--- src/rtl/core/prlec_pkg.sv ---
// ----------------------------------------------------------------------------
// prlec_pkg
// shared types, codes and constants of the priority rgb led effect controller
// ----------------------------------------------------------------------------
`default_nettype none

package prlec_pkg;

    localparam int NUM_LEVELS_DEF = 5;
    localparam int LEVEL_W        = 3;
    localparam int COLOUR_W       = 8;
    localparam int PERIOD_W       = 16;
    localparam int IN_DATA_W      = 48;
    localparam int OUT_DATA_W     = 32;
    localparam int PADDR_W        = 3;
    localparam int PDATA_W        = 32;
    localparam int DIV_STEPS      = 9;
    localparam int DIV_CNT_W      = 4;

    localparam logic [PADDR_W-1:0] ADDR_COMMON_ANODE = 3'd0;

    localparam logic [1:0] ACT_TICK    = 2'd0;
    localparam logic [1:0] ACT_SET     = 2'd1;
    localparam logic [1:0] ACT_RELEASE = 2'd2;
    localparam logic [1:0] ACT_ALL_OFF = 2'd3;

    localparam logic [1:0] EFF_OFF   = 2'd0;
    localparam logic [1:0] EFF_SOLID = 2'd1;
    localparam logic [1:0] EFF_BLINK = 2'd2;
    localparam logic [1:0] EFF_PULSE = 2'd3;

    typedef struct packed {
        logic [COLOUR_W-1:0] red;
        logic [COLOUR_W-1:0] green;
        logic [COLOUR_W-1:0] blue;
        logic [1:0]          effect;
        logic [PERIOD_W-1:0] period;
    } led_entry_t;

    typedef struct packed {
        logic load_in;
        logic exec_cmd;
        logic tick_direct;
        logic div_start;
        logic div_step;
        logic mul;
        logic scale;
        logic commit;
        logic out_load;
    } dp_cmd_t;

    typedef struct packed {
        logic is_tick;
        logic pulse;
        logic div_last;
        logic out_free;
    } dp_status_t;

    typedef enum logic [6:0] {
        ST_IDLE   = 7'b0000001,
        ST_DECODE = 7'b0000010,
        ST_DIV    = 7'b0000100,
        ST_MUL    = 7'b0001000,
        ST_SCALE  = 7'b0010000,
        ST_COMMIT = 7'b0100000,
        ST_RESULT = 7'b1000000
    } ctrl_state_t;

endpackage

`default_nettype wire

--- src/rtl/core/prlec_ctrl.sv ---
// ----------------------------------------------------------------------------
// prlec_ctrl
// sequencer: accepts one item, steps the datapath through it, hands off result
// ----------------------------------------------------------------------------
`default_nettype none

module prlec_ctrl (
    input  wire logic                 clk,
    input  wire logic                 rst_n,
    input  wire logic                 s_tvalid,
    output logic                      s_tready,
    input  wire prlec_pkg::dp_status_t status,
    output prlec_pkg::dp_cmd_t        cmd
);
    import prlec_pkg::*;

    ctrl_state_t state_reg;
    ctrl_state_t state_next;

    always_comb
    begin
        state_next = state_reg;
        cmd        = '0;
        s_tready   = 1'b0;
        case (state_reg)
            ST_IDLE:
            begin
                s_tready = 1'b1;
                if (s_tvalid)
                begin
                    cmd.load_in = 1'b1;
                    state_next  = ST_DECODE;
                end
            end
            ST_DECODE:
            begin
                if (!status.is_tick)
                begin
                    cmd.exec_cmd = 1'b1;
                    state_next   = ST_RESULT;
                end
                else if (status.pulse)
                begin
                    cmd.div_start = 1'b1;
                    state_next    = ST_DIV;
                end
                else
                begin
                    cmd.tick_direct = 1'b1;
                    state_next      = ST_COMMIT;
                end
            end
            ST_DIV:
            begin
                cmd.div_step = 1'b1;
                if (status.div_last)
                begin
                    state_next = ST_MUL;
                end
            end
            ST_MUL:
            begin
                cmd.mul    = 1'b1;
                state_next = ST_SCALE;
            end
            ST_SCALE:
            begin
                cmd.scale  = 1'b1;
                state_next = ST_COMMIT;
            end
            ST_COMMIT:
            begin
                cmd.commit = 1'b1;
                state_next = ST_RESULT;
            end
            ST_RESULT:
            begin
                if (status.out_free)
                begin
                    cmd.out_load = 1'b1;
                    state_next   = ST_IDLE;
                end
            end
            default:
            begin
                state_next = ST_IDLE;
            end
        endcase
    end

    always_ff @(posedge clk or negedge rst_n)
    begin
        if (!rst_n)
        begin
            state_reg <= ST_IDLE;
        end
        else
        begin
            state_reg <= state_next;
        end
    end

endmodule

`default_nettype wire

--- src/rtl/core/prlec_datapath.sv ---
// ----------------------------------------------------------------------------
// prlec_datapath
// request slots, active request, phase, serial brightness divider and scaling
// ----------------------------------------------------------------------------
`default_nettype none

module prlec_datapath #(
    parameter int NUM_LEVELS = prlec_pkg::NUM_LEVELS_DEF
) (
    input  wire logic                              clk,
    input  wire logic                              rst_n,
    input  wire prlec_pkg::dp_cmd_t                cmd,
    output prlec_pkg::dp_status_t                  status,
    input  wire logic                              common_anode,
    input  wire logic [1:0]                        action,
    input  wire logic [prlec_pkg::LEVEL_W-1:0]     level,
    input  wire prlec_pkg::led_entry_t             req,
    output logic                                   out_valid,
    input  wire logic                              out_ready,
    output logic [prlec_pkg::OUT_DATA_W-1:0]       out_data
);
    import prlec_pkg::*;

    localparam int LVL_W = (NUM_LEVELS > 1) ? $clog2(NUM_LEVELS) : 1;
    localparam int HALF_W = PERIOD_W - 1;
    localparam int REM_W  = PERIOD_W + COLOUR_W;
    localparam int DIVR_W = HALF_W + COLOUR_W;
    localparam int COL_W  = 3 * COLOUR_W;
    localparam int PROD_W = 2 * COLOUR_W;

    led_entry_t                slot_entry_reg [NUM_LEVELS];
    logic [NUM_LEVELS-1:0]     slot_valid_reg;
    logic [NUM_LEVELS-1:0]     slot_valid_next;
    logic                      slot_we;

    logic [1:0]                in_action_reg;
    logic [LEVEL_W-1:0]        in_level_reg;
    led_entry_t                in_req_reg;

    led_entry_t                act_entry_reg, act_entry_next;
    logic [LEVEL_W-1:0]        act_prio_reg, act_prio_next;
    logic [PERIOD_W-1:0]       phase_reg, phase_next;
    logic [COL_W-1:0]          shown_reg, shown_next;
    logic                      changed_reg, changed_next;
    logic [COL_W-1:0]          col_reg, col_next;
    logic [REM_W-1:0]          rem_reg, rem_next;
    logic [DIVR_W-1:0]         divr_reg, divr_next;
    logic [DIV_STEPS-1:0]      quot_reg, quot_next;
    logic [DIV_CNT_W-1:0]      cnt_reg, cnt_next;
    logic [PROD_W-1:0]         prod_reg [3];
    logic [PROD_W-1:0]         prod_next [3];
    logic                      out_valid_reg, out_valid_next;
    logic [OUT_DATA_W-1:0]     out_data_reg, out_data_next;

    logic [HALF_W-1:0]         half;
    logic                      ph_lt_half;
    logic                      level_ok;
    logic [LVL_W-1:0]          level_idx;
    logic                      top_found;
    logic [LVL_W-1:0]          top_idx;
    logic [PERIOD_W-1:0]       bright_base;
    logic [PERIOD_W:0]         phase_inc;
    logic [COLOUR_W-1:0]       bright;
    logic [PROD_W-1:0]         scale_sum [3];
    logic [COL_W-1:0]          colour;

    assign half       = act_entry_reg.period[PERIOD_W-1:1];
    assign ph_lt_half = phase_reg < {1'b0, half};
    assign level_ok   = {1'b0, in_level_reg} < (LEVEL_W + 1)'(NUM_LEVELS);
    assign level_idx  = in_level_reg[LVL_W-1:0];
    assign colour     = {act_entry_reg.red, act_entry_reg.green, act_entry_reg.blue};
    assign bright     = quot_reg[DIV_STEPS-1] ? 8'hFF : quot_reg[COLOUR_W-1:0];
    assign phase_inc  = {1'b0, phase_reg} + 17'd1;
    assign bright_base = ph_lt_half ? phase_reg : (act_entry_reg.period - phase_reg);

    // divide by 255 of a product below 2^16
    always_comb
    begin
        for (int i = 0; i < 3; i++)
        begin
            scale_sum[i] = prod_reg[i] + {8'd0, prod_reg[i][PROD_W-1:COLOUR_W]} + 16'd1;
        end
    end

    always_comb
    begin
        slot_valid_next = slot_valid_reg;
        slot_we         = 1'b0;
        if (cmd.exec_cmd)
        begin
            case (in_action_reg)
                ACT_SET:
                begin
                    if (level_ok)
                    begin
                        slot_we                    = 1'b1;
                        slot_valid_next[level_idx] = 1'b1;
                    end
                end
                ACT_RELEASE:
                begin
                    if (level_ok)
                    begin
                        slot_valid_next[level_idx] = 1'b0;
                    end
                end
                ACT_ALL_OFF:
                begin
                    slot_valid_next = '0;
                end
                default:
                begin
                    slot_valid_next = slot_valid_reg;
                end
            endcase
        end
    end

    // highest valid slot after this item's update
    always_comb
    begin
        top_found = 1'b0;
        top_idx   = '0;
        for (int i = 0; i < NUM_LEVELS; i++)
        begin
            if (slot_valid_next[i])
            begin
                top_found = 1'b1;
                top_idx   = LVL_W'(i);
            end
        end
    end

    always_comb
    begin
        act_entry_next = act_entry_reg;
        act_prio_next  = act_prio_reg;
        phase_next     = phase_reg;
        shown_next     = shown_reg;
        changed_next   = changed_reg;
        col_next       = col_reg;
        rem_next       = rem_reg;
        divr_next      = divr_reg;
        quot_next      = quot_reg;
        cnt_next       = cnt_reg;
        prod_next      = prod_reg;
        out_valid_next = out_valid_reg;
        out_data_next  = out_data_reg;

        if (cmd.exec_cmd)
        begin
            changed_next = 1'b0;
            if (in_action_reg == ACT_SET)
            begin
                if (level_ok && (in_level_reg >= act_prio_reg))
                begin
                    act_entry_next = in_req_reg;
                    act_prio_next  = in_level_reg;
                    phase_next     = '0;
                end
            end
            else if ((in_action_reg == ACT_ALL_OFF) ||
                     ((in_action_reg == ACT_RELEASE) && level_ok &&
                      (in_level_reg == act_prio_reg)))
            begin
                if (top_found)
                begin
                    act_entry_next = slot_entry_reg[top_idx];
                    act_prio_next  = LEVEL_W'(top_idx);
                    phase_next     = '0;
                end
                else
                begin
                    act_entry_next.effect = EFF_OFF;
                    act_prio_next         = '0;
                end
            end
        end

        if (cmd.tick_direct)
        begin
            case (act_entry_reg.effect)
                EFF_SOLID:
                begin
                    col_next = colour;
                end
                EFF_BLINK:
                begin
                    col_next = ((act_entry_reg.period == '0) || ph_lt_half) ? colour : '0;
                end
                EFF_PULSE:
                begin
                    col_next = colour;
                end
                default:
                begin
                    col_next = '0;
                end
            endcase
        end

        if (cmd.div_start)
        begin
            rem_next  = {bright_base, 8'd0} - {8'd0, bright_base};
            divr_next = {half, 8'd0};
            quot_next = '0;
            cnt_next  = '0;
        end

        if (cmd.div_step)
        begin
            if (rem_reg >= {1'b0, divr_reg})
            begin
                rem_next  = rem_reg - {1'b0, divr_reg};
                quot_next = {quot_reg[DIV_STEPS-2:0], 1'b1};
            end
            else
            begin
                quot_next = {quot_reg[DIV_STEPS-2:0], 1'b0};
            end
            divr_next = divr_reg >> 1;
            cnt_next  = cnt_reg + 4'd1;
        end

        if (cmd.mul)
        begin
            prod_next[0] = act_entry_reg.red * bright;
            prod_next[1] = act_entry_reg.green * bright;
            prod_next[2] = act_entry_reg.blue * bright;
        end

        if (cmd.scale)
        begin
            col_next = {scale_sum[0][PROD_W-1:COLOUR_W], scale_sum[1][PROD_W-1:COLOUR_W],
                        scale_sum[2][PROD_W-1:COLOUR_W]};
        end

        if (cmd.commit)
        begin
            changed_next = col_reg != shown_reg;
            shown_next   = col_reg;
            if (act_entry_reg.period == '0)
            begin
                phase_next = '0;
            end
            else if (phase_inc >= {1'b0, act_entry_reg.period})
            begin
                phase_next = '0;
            end
            else
            begin
                phase_next = phase_inc[PERIOD_W-1:0];
            end
        end

        if (out_ready)
        begin
            out_valid_next = 1'b0;
        end
        if (cmd.out_load)
        begin
            out_valid_next = 1'b1;
            out_data_next  = {3'd0, act_entry_reg.effect != EFF_OFF, act_prio_reg, changed_reg,
                              shown_reg[COLOUR_W-1:0] ^ {COLOUR_W{common_anode}},
                              shown_reg[2*COLOUR_W-1:COLOUR_W] ^ {COLOUR_W{common_anode}},
                              shown_reg[COL_W-1:2*COLOUR_W] ^ {COLOUR_W{common_anode}}};
        end
    end

    always_ff @(posedge clk)
    begin
        if (slot_we)
        begin
            slot_entry_reg[level_idx] <= in_req_reg;
        end
        if (cmd.load_in)
        begin
            in_action_reg <= action;
            in_level_reg  <= level;
            in_req_reg    <= req;
        end
        col_reg      <= col_next;
        rem_reg      <= rem_next;
        divr_reg     <= divr_next;
        quot_reg     <= quot_next;
        cnt_reg      <= cnt_next;
        prod_reg     <= prod_next;
        out_data_reg <= out_data_next;
    end

    always_ff @(posedge clk or negedge rst_n)
    begin
        if (!rst_n)
        begin
            slot_valid_reg <= '0;
            act_entry_reg  <= '0;
            act_prio_reg   <= '0;
            phase_reg      <= '0;
            shown_reg      <= '0;
            changed_reg    <= 1'b0;
            out_valid_reg  <= 1'b0;
        end
        else
        begin
            slot_valid_reg <= slot_valid_next;
            act_entry_reg  <= act_entry_next;
            act_prio_reg   <= act_prio_next;
            phase_reg      <= phase_next;
            shown_reg      <= shown_next;
            changed_reg    <= changed_next;
            out_valid_reg  <= out_valid_next;
        end
    end

    assign status.is_tick  = in_action_reg == ACT_TICK;
    assign status.pulse    = (act_entry_reg.effect == EFF_PULSE) && (half != '0);
    assign status.div_last = cnt_reg == DIV_CNT_W'(DIV_STEPS - 1);
    assign status.out_free = !out_valid_reg || out_ready;

    assign out_valid = out_valid_reg;
    assign out_data  = out_data_reg;

endmodule

`default_nettype wire

--- src/rtl/core/priority_rgb_led_effect_controller_core.sv ---
// ----------------------------------------------------------------------------
// priority_rgb_led_effect_controller_core
// prioritized rgb indicator driver with solid, blink and pulse effects
//
// channel   dir  handshake                 payload
// s_axis    in   s_tvalid / s_tready       s_tdata command fields, s_tuser action
// m_axis    out  m_tvalid / m_tready       m_tdata drive levels and status
// apb       in   psel / penable / pready   pwdata to common_anode, prdata back
//
// set, release and all-off items go straight to the result; solid, blink
// or off ticks go to commit; pulse ticks run the 9-step brightness divider
// one item is in work at a time; the output register lets the next item enter
// while a result waits for m_tready
// rst_n clears slot valid bits, active request, phase, shown colour, register
// ----------------------------------------------------------------------------
`default_nettype none

module priority_rgb_led_effect_controller_core #(
    parameter int NUM_LEVELS = prlec_pkg::NUM_LEVELS_DEF
) (
    input  wire logic                                clk,
    input  wire logic                                rst_n,
    input  wire logic                                s_tvalid,
    output logic                                     s_tready,
    // level, red_in, green_in, blue_in, effect, period
    input  wire logic [prlec_pkg::IN_DATA_W-1:0]     s_tdata,
    // action
    input  wire logic [1:0]                          s_tuser,
    output logic                                     m_tvalid,
    input  wire logic                                m_tready,
    // pwm_red, pwm_green, pwm_blue, changed, active_level, lit
    output logic [prlec_pkg::OUT_DATA_W-1:0]         m_tdata,
    input  wire logic                                psel,
    input  wire logic                                penable,
    input  wire logic                                pwrite,
    input  wire logic [prlec_pkg::PADDR_W-1:0]       paddr,
    input  wire logic [prlec_pkg::PDATA_W-1:0]       pwdata,
    output logic [prlec_pkg::PDATA_W-1:0]            prdata,
    output logic                                     pready
);
    import prlec_pkg::*;

    dp_cmd_t    cmd;
    dp_status_t status;
    led_entry_t req;
    logic       common_anode_reg;
    logic       common_anode_next;

    assign req.red    = s_tdata[10:3];
    assign req.green  = s_tdata[18:11];
    assign req.blue   = s_tdata[26:19];
    assign req.effect = s_tdata[28:27];
    assign req.period = s_tdata[44:29];

    assign pready = 1'b1;

    always_comb
    begin
        common_anode_next = common_anode_reg;
        if (psel && penable && pwrite && pready && (paddr == ADDR_COMMON_ANODE))
        begin
            common_anode_next = pwdata[0];
        end
    end

    always_ff @(posedge clk or negedge rst_n)
    begin
        if (!rst_n)
        begin
            common_anode_reg <= 1'b0;
        end
        else
        begin
            common_anode_reg <= common_anode_next;
        end
    end

    assign prdata = (paddr == ADDR_COMMON_ANODE) ? {31'd0, common_anode_reg} : '0;

    prlec_ctrl u_ctrl (
        .clk      (clk),
        .rst_n    (rst_n),
        .s_tvalid (s_tvalid),
        .s_tready (s_tready),
        .status   (status),
        .cmd      (cmd)
    );

    prlec_datapath #(
        .NUM_LEVELS (NUM_LEVELS)
    ) u_datapath (
        .clk          (clk),
        .rst_n        (rst_n),
        .cmd          (cmd),
        .status       (status),
        .common_anode (common_anode_reg),
        .action       (s_tuser),
        .level        (s_tdata[2:0]),
        .req          (req),
        .out_valid    (m_tvalid),
        .out_ready    (m_tready),
        .out_data     (m_tdata)
    );

endmodule

`default_nettype wire

--- config.mk ---
export PLATFORM = sky130hd
export DESIGN_NAME = priority_rgb_led_effect_controller_core
export DESIGN_NICKNAME = d
export VERILOG_FILES = /design/src/rtl/core/prlec_pkg.sv /design/src/rtl/core/prlec_ctrl.sv /design/src/rtl/core/prlec_datapath.sv /design/src/rtl/core/priority_rgb_led_effect_controller_core.sv
export SDC_FILE = /design/constraint.sdc
export NUM_CORES = 1
export LEC_CHECK = 0
export BUFFER_PORTS_ARGS = -buffer_cell sky130_fd_sc_hd__buf_2
export CAP_MARGIN = 20
export CORE_AREA = 2 2 310 235
export CTS_CLUSTER_SIZE = 25
export DETAILED_ROUTE_END_ITERATION = 8
export DIE_AREA = 0 0 312 237
export PLACE_DENSITY_LB_ADDON = 0.15
export SYNTH_ARGS = -nofsm -noshare
export SYNTH_HDL_FRONTEND = slang
export SYNTH_HIERARCHICAL = 1
export SYNTH_SLANG_ARGS = --single-unit
--- constraint.sdc ---
create_clock -name clk -period 6.45 [get_ports clk]
set_input_delay 0.645 -clock clk [delete_from_list [all_inputs] [get_ports clk]]
set_output_delay 0.645 -clock clk [all_outputs]
set_load 0.005 [all_outputs]
* After elaboration in Yosys (flattened, before gate mapping)
Memories as Yosys holds them, arrays and structs flattened.
Index checks and enable logic that the tools add are counted.
** Storage, ports and cells
- Register bits :: 308
- Latch bits :: 0
- Bits in writable memories :: 210
- Memory bits (read-only) :: 0
- Output and inout port bits :: 67
- Logic and storage cells :: 188
- Memories :: 1
** Cells by class
- $add $sub $neg :: 11
- Multiply operators :: 3
- Div/mod/pow operators :: 0
- $lt $le $gt $ge :: 7
- Eq/ne operators :: 21
- Shift operators :: 0
- Mux-type cells :: 79
- Bitwise gates (word level) :: 6
- Reduce and logical (&&, ||, !) cells :: 30
** Memories
- u_datapath.slot_entry_reg :: words 5, width 42, read ports 1, clocked after memory_dff 0, write ports 1, line prlec_datapath.sv:31 : led_entry_t slot_entry_reg [NUM_LEVELS];
** Operator list (number)
- 24-bit two-way mux :: 7
- 16-bit two-way mux :: 10
- 42-bit two-way mux :: 3
- 7-bit one-hot mux with 7 select lines :: 1
- 16-bit by 1-bit adder with 16-bit output, second input constant :: 3
- 16-bit by 8-bit adder with 16-bit output :: 3
- 8-bit by 8-bit multiplier with 16-bit output :: 3
- 24-bit one-hot mux with 2 select lines :: 1
- 22-bit two-way mux :: 2
- 1-bit two-way mux :: 30
- 7-bit two-way mux :: 4
- 24-bit by 23-bit greater-or-equal comparator with 1-bit output :: 1
- 24-bit inequality test :: 1
- 24-bit by 16-bit subtractor with 24-bit output :: 1
- 24-bit by 23-bit subtractor with 24-bit output :: 1
- 8-bit bitwise XOR :: 3
- 3-bit two-way mux :: 6
- 9-bit two-way mux :: 2
- 16-bit by 1-bit adder with 17-bit output, second input constant :: 1
- 17-bit by 16-bit greater-or-equal comparator with 1-bit output :: 1
- 16-bit zero test :: 1
- 16-bit by 15-bit less-than comparator with 1-bit output :: 1
- 16-bit subtractor :: 1
- 5-bit two-way mux :: 3
- 38 further kinds :: 67

* Longest topological paths before layout
Gate-level depths: netlist of run 1.
- Depth after elaboration :: 19
- Gate-level depth with buffers :: 23
- Gate-level depth less buffers :: 21

* Hierarchy
Netlist of run 1, hierarchy kept.
** By module, submodules not included
- prlec_datapath :: instances 1, cells each 2829, area each 30973.5 µm²
- prlec_ctrl :: instances 1, cells each 49, area each 452.9 µm²
- priority_rgb_led_effect_controller_core :: instances 1, cells each 39, area each 307.8 µm²

* Worst setup path after synthesis of run 1
Ideal clock, no wire load.
- Path type :: register to register
- From :: reg u_datapath.quot_reg[8]
- To :: reg u_datapath/prod_reg[45] (netlist bit), data pin
- Library setup time :: 0.258 ns
- Arrival :: 4.755 ns
- Data required time :: 6.192 ns
- Path slack :: 1.437 ns
- Stages on the path, launching flop included :: 23
- Path buffers :: 2
- Clock period less this slack :: 5.013 ns
- Cells stage by stage :: edfxtp_1 clkbuf_1 or2_2 clkbuf_1 and2_1 fa_1 inv_1 fa_1 inv_1 fa_1 inv_1 fa_1 inv_1 ha_1 a21boi_0 o21ai_0 nand2b_1 a21o_1 a21o_1 a21o_1 nand2_1 nor2b_1 xnor2_1
** Between the ends
- Longest elaborated chain between the ends :: 2
** Ends and longest elaborated chain
- start: declaration :: line prlec_datapath.sv:48 : logic [DIV_STEPS-1:0] quot_reg, quot_next;
- start signal: assignment :: line prlec_datapath.sv:285 : quot_reg <= quot_next;
- 8-bit two-way mux :: line prlec_datapath.sv:72 : assign bright = quot_reg[DIV_STEPS-1] ? 8'hFF : quot_reg[COLOUR_W-1:0];
- 8-bit by 8-bit multiplier with 16-bit output :: line prlec_datapath.sv:227 : prod_next[0] = act_entry_reg.red * bright;
- end signal: assignment :: line prlec_datapath.sv:287 : prod_reg <= prod_next;
- end: declaration :: line prlec_datapath.sv:50 : logic [PROD_W-1:0] prod_reg [3];
No other way between the ends.
A chain may end at the register's enable or synchronous reset.

* Worst setup path after layout of run 1
Ends and elaborated chain as after synthesis.

==> impl_results.md, run 1 <==
- Most numerous cell in the Yosys netlist: edfxtp_1
- Largest buffer count on any clock path: 3
- Routed wire length: 78,230 um
- TNS Setup: 0 ns
- Post-synth EDFFs: 393
- Area grow syn2layout: 10.43%
- Crit path kind: reg2reg
- Initial antenna violation count: 2
- Post-route antenna net violation count: 0
- Clock-pin slew on the worst setup and hold paths: 0.07 ns
- Die Span Y: 237 um
- Ys Warns: 6
- Area of the multi-input gates: 15,340 um^2
- Sink Count: 518
- Max reg flops: 210
- Path depth of the worst reg2reg path: 20
- Post-place setup slack: 0.7990 ns
- FF-to-FF Start: u_datapath/quot_reg[8]
- Die area: 73,940 um^2
- RSZ-0062 raised after global routing: false
- First-pass GRT wire length: 123,900 um
- Filler instances: 6,530
- Final Hold Fails: 0
- Max stage delay on crit path: 0.69 ns
- Max cap viols: 0
- Critical Path RT: 6.81 ns
- Hold EP: u_datapath/in_req_reg[18]
- Cell taking the most area after synthesis: edfxtp_1
- Final Hold Slack: 0.1639 ns
- Drc violations: 0
- Syn Std Cell Area: 31,730 um^2
- Number of port buffers: 89
- Final Skew: 0.05166 ns
- Final worst-path cycle share: 89.47%
- Num ports: 159
- Postcts setup bufs: 0
- Min Tclk post-route: 5.771 ns
- HPWL Detailed: 55,030 um
- Critical path peak fanout: 20
- Global placement routability congestion: 0.9067
- Core box area: 71,040 um^2
- Storage cell area: 14,810 um^2
- TritonRoute pass-1 iters: 5
- Leak Pwr: 14.56 nW
- Largest net degree at the start of global routing: 82
- Buf/Inv on CP: 3
- VDD IR max: 0.0006582 V
- Beginning of the worst hold path: s_tdata[19]
- Critical path startpoint category: flip-flop
- Hold crit path type: in2reg
- Seq/Total Area, Yosys: 46.65%
- All-Layer GR Usage: 21.34%
- Drt wl/cell: 19.69 um
- Final global-route overflow total: 0
- Clock insertion delay at the later pin of the skew report: 0.65 ns
- Cts repair resizes: 0
- Yosys top cell area share: 37.19%
- Synth area leaders: edfxtp_1 37%, ha_1 8.3%, dfrtp_1 7.8%
- Cell repeated most along the worst path: fa_1
- Crit-path cells: nor2_1, buf_4, nor2b_1, fa_1, fa_1, inv_1, fa_1, fa_1, inv_1, ha_1, o21ai_0, a21boi_0, o21ai_0, nand2b_1, a21o_1, a21o_1, a21o_1, nand2_1, nor2b_1, xnor2_1
- Vias in the first global route: 21,630
- Tightest Pin Transition: 1.128 ns
- Final Power: 21.44 mW
- Critical Path AT: 6.13 ns
- Library cells used by synthesis: 97
- Hold path depth: 1
- NumNets Final: 3,384
- Ant diodes: 0
- R2r endpoint: u_datapath/prod_reg[45]
- Vias post-DR: 21,780
- FMAX: 173.3 MHz
- CTS tree: done
- Slowest stage cell, crit path: nor2_1
- Root Buffer: clkbuf_16
- CP endpoint kind: flip-flop
- H-tree levels: 2
- Status: completed
- Top FF cell, synth: edfxtp_1
- Starting density of the core: 44.67%
- Slew HR: 23.98%
- Reg2reg setup slack: 0.68 ns
- Ys async rst share: 19.31%
- Syn Area/Cell: 10.88 um^2
- DRT iter0 DRCs: 1,893
- Cts bufs inserted: 54
- #FFs+latches synth: 518
- Syn Inst Count: 2,917
- Max Slew Vio Count: 0
- DR vias/cell: 5.480
- Site row count: 85
- Cell Pwr Density: 611.8 nW/um^2
- Delay-heaviest family, CP: adder cells
- Endpoints failing setup: 0
- Share of cells above drive strength 1: 9.712%
- Top cells by count, synth: 393 x edfxtp_1, 259 x nand2_1, 256 x inv_1, 211 x ha_1, 176 x o21ai_0
- Setup slack after layout: 0.6791 ns
- DIE WIDTH: 312 um
placed cells by master, fill, tap and decap left out, drive strengths merged, types with 20 or more instances in the layout:
cell type / count
edfxtp: 393
nand2: 259
inv: 258
ha: 211
o21ai: 177
buf: 136
and2: 119
nor2b: 111
fa: 110
nor2: 105
a21oi: 103
dfrtp: 99
xnor2: 94
xor2: 65
clkbuf: 64
a211oi: 54
nand3: 43
mux2i: 41
conb: 35
nand2b: 34
nor3: 34
a21o: 34
o21a: 32
or3: 28
clkinv: 27
a311oi: 26
mux2: 26
dfxtp: 25
a221oi: 25
o211ai: 24
o31ai: 23
nor3b: 20
cell families after synthesis:
| group | share of synthesized area, % |
|---|---|
| adder cells (fa/ha/maj) | 15.29 |
| multiplexers | 2.216 |
| buffers and inverters | 5.591 |
| flip-flops | 46.65 |
| AO/OA/AOI/OAI | 12.13 |
| XOR/XNOR | 4.388 |
| AND/OR/NAND/NOR | 13.69 |
| other | 0.03548 |
per-stage QoR:
| step | instances | utilization, % | cell area (um^2) |
|---|---|---|---|
| 4_1_cts | 3973 | 49.32 | 35040 |
| 2_1_floorplan | 2949 | - | 31850 |
| 5_1_grt | 3974 | 49.33 | 35040 |
| 3_5_place_dp | 3870 | 46.65 | 33140 |
| 3_3_place_gp | 3870 | 46.65 | 33140 |
| 6_report | 3974 | 49.33 | 35040 |
metal layers:
| layer | share of wire (%) | track usage [%] | vias up |
|---|---|---|---|
| met3 | 7.3 | 4.081 | 83 |
| li1 | - | - | 10340 |
| met4 | 1.5 | 4.443 | 0 |
| met2 | 42 | 31.14 | 628 |
| met1 | 49 | 32.83 | 10730 |
| met5 | 0 | 0 | - |
how the worst max path moves through the flow:
| stage | from | to | slack [ns] | depth (start not counted) |
|---|---|---|---|---|
| after floorplan | u_datapath/quot_reg[8] | u_datapath/prod_reg[45] | 1.44 | 22 |
| after global placement | u_datapath/quot_reg[8] | u_datapath/prod_reg[45] | 0.93 | 20 |
| after detailed placement | u_datapath/quot_reg[8] | u_datapath/prod_reg[45] | 0.80 | 20 |
| after CTS | u_datapath/quot_reg[8] | u_datapath/prod_reg[45] | 0.74 | 20 |
| after global routing | u_datapath/quot_reg[8] | u_datapath/prod_reg[29] | 0.29 | 19 |
| final | u_datapath/quot_reg[8] | u_datapath/prod_reg[45] | 0.68 | 20 |
worst register-to-register path: stages (launching register included):
cell      delay [ns]
edfxtp_1        0.63
nor2_1          0.70
buf_4           0.30
nor2b_1         0.08
fa_1            0.44
fa_1            0.50
inv_1           0.06
fa_1            0.49
fa_1            0.49
inv_1           0.04
ha_1            0.32
o21ai_0         0.13
a21boi_0        0.15
o21ai_0         0.18
nand2b_1        0.10
a21o_1          0.19
a21o_1          0.19
a21o_1          0.17
nand2_1         0.08
nor2b_1         0.17
xnor2_1         0.08
final cells by class:
cell class,instances,area share (%)
flip-flops and latches,518,42.25
clock inverters,39,1.375
inverters,259,2.774
repair buffers,138,2.399
clock buffers,63,4.010
multi-input cells,2000,43.78
well taps,957,3.417
timing repair:
item,in CTS,in global routing
setup endpoints to repair,0,0
hold buffers,1,0
endpoints found under the hold margin,33,0
where the power goes:
| part | switching, mW | internal, mW |
|---|---|---|
| Sequential | 0.664 | 4.81 |
| Clock | 1.38 | 1.90 |
| Combinational | 6.96 | 5.72 |
(Power assumes the default switching activity.)
==> run 2, diff against run 1 <==
==> constraint.sdc (replaced) <==
create_clock -name clk -period 6.45 [get_ports clk]
set_input_delay 0.3225 -clock clk [delete_from_list [all_inputs] [get_ports clk]]
set_output_delay 0.3225 -clock clk [all_outputs]
set_load 0.005 [all_outputs]
==> impl_results.md, run 2 (synthesis results as in run 1) <==
- Vias post-DR: 22,010 (+1.1%)
- Postcts setup bufs: 0 (unchanged)
- Sink Count: 518 (unchanged)
- Worst setup path endpoint: u_datapath/prod_reg[45]
- GRT met1 Usage: 32.89% (+0.059 points)
- Initial antenna violation count: 0 (-2)
- FF-to-FF Start: u_datapath/quot_reg[8]
- R2r endpoint: u_datapath/prod_reg[45]
- VDD IR max: 0.0006994 V (+6.3%)
- Storage cell area: 14,810 um^2 (unchanged)
- Part of the power in combinational logic: 59.1% (about the same)
- Drc violations: 0 (unchanged)
- Share of cells above drive strength 1: 9.106% (-0.61 points)
- Area post-placement: 33,110 um^2 (about the same)
- Clock power frac: 15.3% (about the same)
- Endpoints failing setup: 0 (unchanged)
- Filler instances: 6,475 (-0.84%)
- DRT iter0 DRCs: 1,913 (+1.1%)
- DIE WIDTH: 312 um (unchanged)
- H-tree levels: 2 (unchanged)
- Sequential share of power: 25.6% (about the same)
- Critical Path RT: 6.83 ns (+0.02 ns)
- NumNets Final: 3,432 (+1.4%)
- Slowest stage cell, crit path: or2_1
- Drt wl/cell: 19.64 um (-0.22%)
- Reg2reg setup slack: 0.81 ns (+0.13 ns)
- Site row count: 85 (unchanged)
- Global placement routability congestion: 0.9090 (+0.25%)
- Starting density of the core: 44.67% (unchanged)
- Max stage delay on crit path: 0.82 ns (+0.13 ns)
- RSZ-0062 raised after global routing: false
- GR met2 Demand/Resource: 31.64% (+0.50 points)
- Leak Pwr: 14.74 nW (+1.2%)
- Clock-pin slew on the worst setup and hold paths: 0.07 ns (about the same)
- Max reg flops: 210 (unchanged)
- Final Skew: 0.02067 ns (-0.03099 ns)
- Num ports: 159 (unchanged)
- Min Tclk post-route: 5.641 ns (-0.1301 ns)
- Vias in the first global route: 21,990 (+1.7%)
- Post-route antenna net violation count: 0 (unchanged)
- Cell repeated most along the worst path: fa_1
- Critical path startpoint category: flip-flop
- Tightest Pin Transition: 1.022 ns (-0.1060 ns)
- Critical path peak fanout: 24 (+20%)
- Core box area: 71,040 um^2 (unchanged)
- Largest net degree at the start of global routing: 82 (unchanged)
- Largest buffer count on any clock path: 3 (unchanged)
- HPWL Detailed: 55,050 um (about the same)
- Met3 Usage GRT: 4.300% (+0.22 points)
- Critical Path Stages: 19 (-5.0%)
- Most frequent cells in the layout: 393 x edfxtp_1, 259 x nand2_1, 256 x inv_1
- Delay-heaviest family, CP: adder cells
- Pint: 12.45 mW (+0.13%)
- Crit-path cells: or2_1, nand2_1, fa_1, fa_1, inv_1, fa_1, inv_1, fa_1, inv_1, ha_1, a21boi_0, o21ai_0, nand2b_1, a21o_1, a21o_1, a21o_1, nand2_1, nor2b_1, xnor2_1
- NetSw: 8.933 mW (-0.77%)
- Final Power: 21.39 mW (-0.25%)
- Cts repair resizes: 0 (unchanged)
- Area grow syn2layout: 11.90%
- Routed wire length: 79,010 um (+0.99%)
- CTS tree: done
- Die area: 73,940 um^2 (unchanged)
- Cell Pwr Density: 602.2 nW/um^2 (-1.6%)
- FMAX: 177.3 MHz (+2.3%)
- GR peak layer: met1
- Die Span Y: 237 um (unchanged)
- DP Cell Count: 3,868 (-0.052%)
- Final worst-path cycle share: 87.45% (-2.0 points)
- Setup crit start: u_datapath/quot_reg[8]
- Commonest non-fill, non-tap cell in the layout: edfxtp_1
- Hold crit path type: in2reg
- Number of port buffers: 89 (unchanged)
- CP endpoint kind: flip-flop
- Post-Route Utilization: 49.99% (+0.66 points)
- Final global-route overflow total: 0 (unchanged)
- Switching share of power: 41.77% (-0.22 points)
- Path depth of the worst reg2reg path: 19 (-5.0%)
- All-Layer GR Usage: 21.53% (+0.19 points)
- Crit path kind: reg2reg
- Max cap viols: 0 (unchanged)
- Fin cells: 4,022 (+1.2%)
- Fin area: 35,510 um^2 (+1.3%)
- Cts bufs inserted: 53 (-1.9%)
- Area of the multi-input gates: 15,340 um^2 (unchanged)
- Slew HR: 30.98% (+7.0 points)
- Final Hold Fails: 0 (unchanged)
- Status: completed
- Clock insertion delay at the later pin of the skew report: 0.63 ns (-0.02 ns)
- Critical Path AT: 6.02 ns (-0.11 ns)
- Root Buffer: clkbuf_16
- First-pass GRT wire length: 125,400 um (+1.2%)
- TNS Setup: 0 ns (unchanged)
- DR vias/cell: 5.473 (-0.13%)
- Buf/Inv on CP: 3 (unchanged)
- TritonRoute pass-1 iters: 5 (unchanged)
- Max Slew Vio Count: 0 (unchanged)
- Hold path depth: 3 (+2)
run 2: cell types whose count changed in the layout (fill, tap and decap cells not counted), moves of 2 or more:
cell / delta
clkinvlp_4: -2
clkinv_1: +4
dlygate4sd3_1: +50
clkinv_2: -10
clkbuf_1: +7
run 2: how the worst min path moves through the flow:
stage          startpoint                        to  slack [ns]
2_1_floorplan       rst_n          common_anode_reg        0.03
3_3_place_gp        rst_n  u_datapath/shown_reg[10]        0.33
3_5_place_dp        rst_n  u_datapath/shown_reg[20]        0.35
4_1_cts          m_tready      u_datapath/out_valid        0.06
5_1_grt          m_tready      u_datapath/out_valid        0.07
6_report         m_tready      u_datapath/out_valid        0.09
run 2: worst min-delay path: cells and delay by family:
family	cells	cell delay [ns]
buffers and inverters	1	0.07
AND/OR/NAND/NOR	2	0.27
run 2: what timing repair did:
action	in CTS	in global routing
endpoints found under the hold margin	86	0
hold buffers	51	0
endpoints found under the setup margin	0	0
run 2: area by class of cell:
class / instances / share of cell area, %
antenna: 1 / 0.007047
clock buffer: 69 / 3.960
clock inverter: 31 / 1.254
inverter: 259 / 2.738
multi-input combinational: 2000 / 43.20
sequential: 518 / 41.69
tap: 957 / 3.372
timing repair buffer: 187 / 3.777
run 2: layer usage:
metal | vias up | routed length [um]
met5 | - | 0
met3 | 86 | 5545
met1 | 10850 | 39040
li1 | 10450 | -
met4 | 0 | 1243
met2 | 629 | 33180
run 2: stage by stage:
step | hold WS, ns | worst slack, ns
2_1_floorplan | 0.02691 | 1.437
3_3_place_gp | 0.3330 | 0.9802
3_5_place_dp | 0.3485 | 0.8805
4_1_cts | 0.05663 | 0.8598
5_1_grt | 0.07494 | 0.4442
6_report | 0.09468 | 0.8092
run 2: power groups by stage:
stage                     sequential [mW]  combinational [mW]  clock, mW
final                                5.48                12.6       3.26
after detailed placement             5.54                12.6          0
after global placement               5.52                12.4          0
after global routing                 5.54                14.7       3.48
after CTS                            5.48                12.8       3.35
after floorplan                      5.10                10.2          0
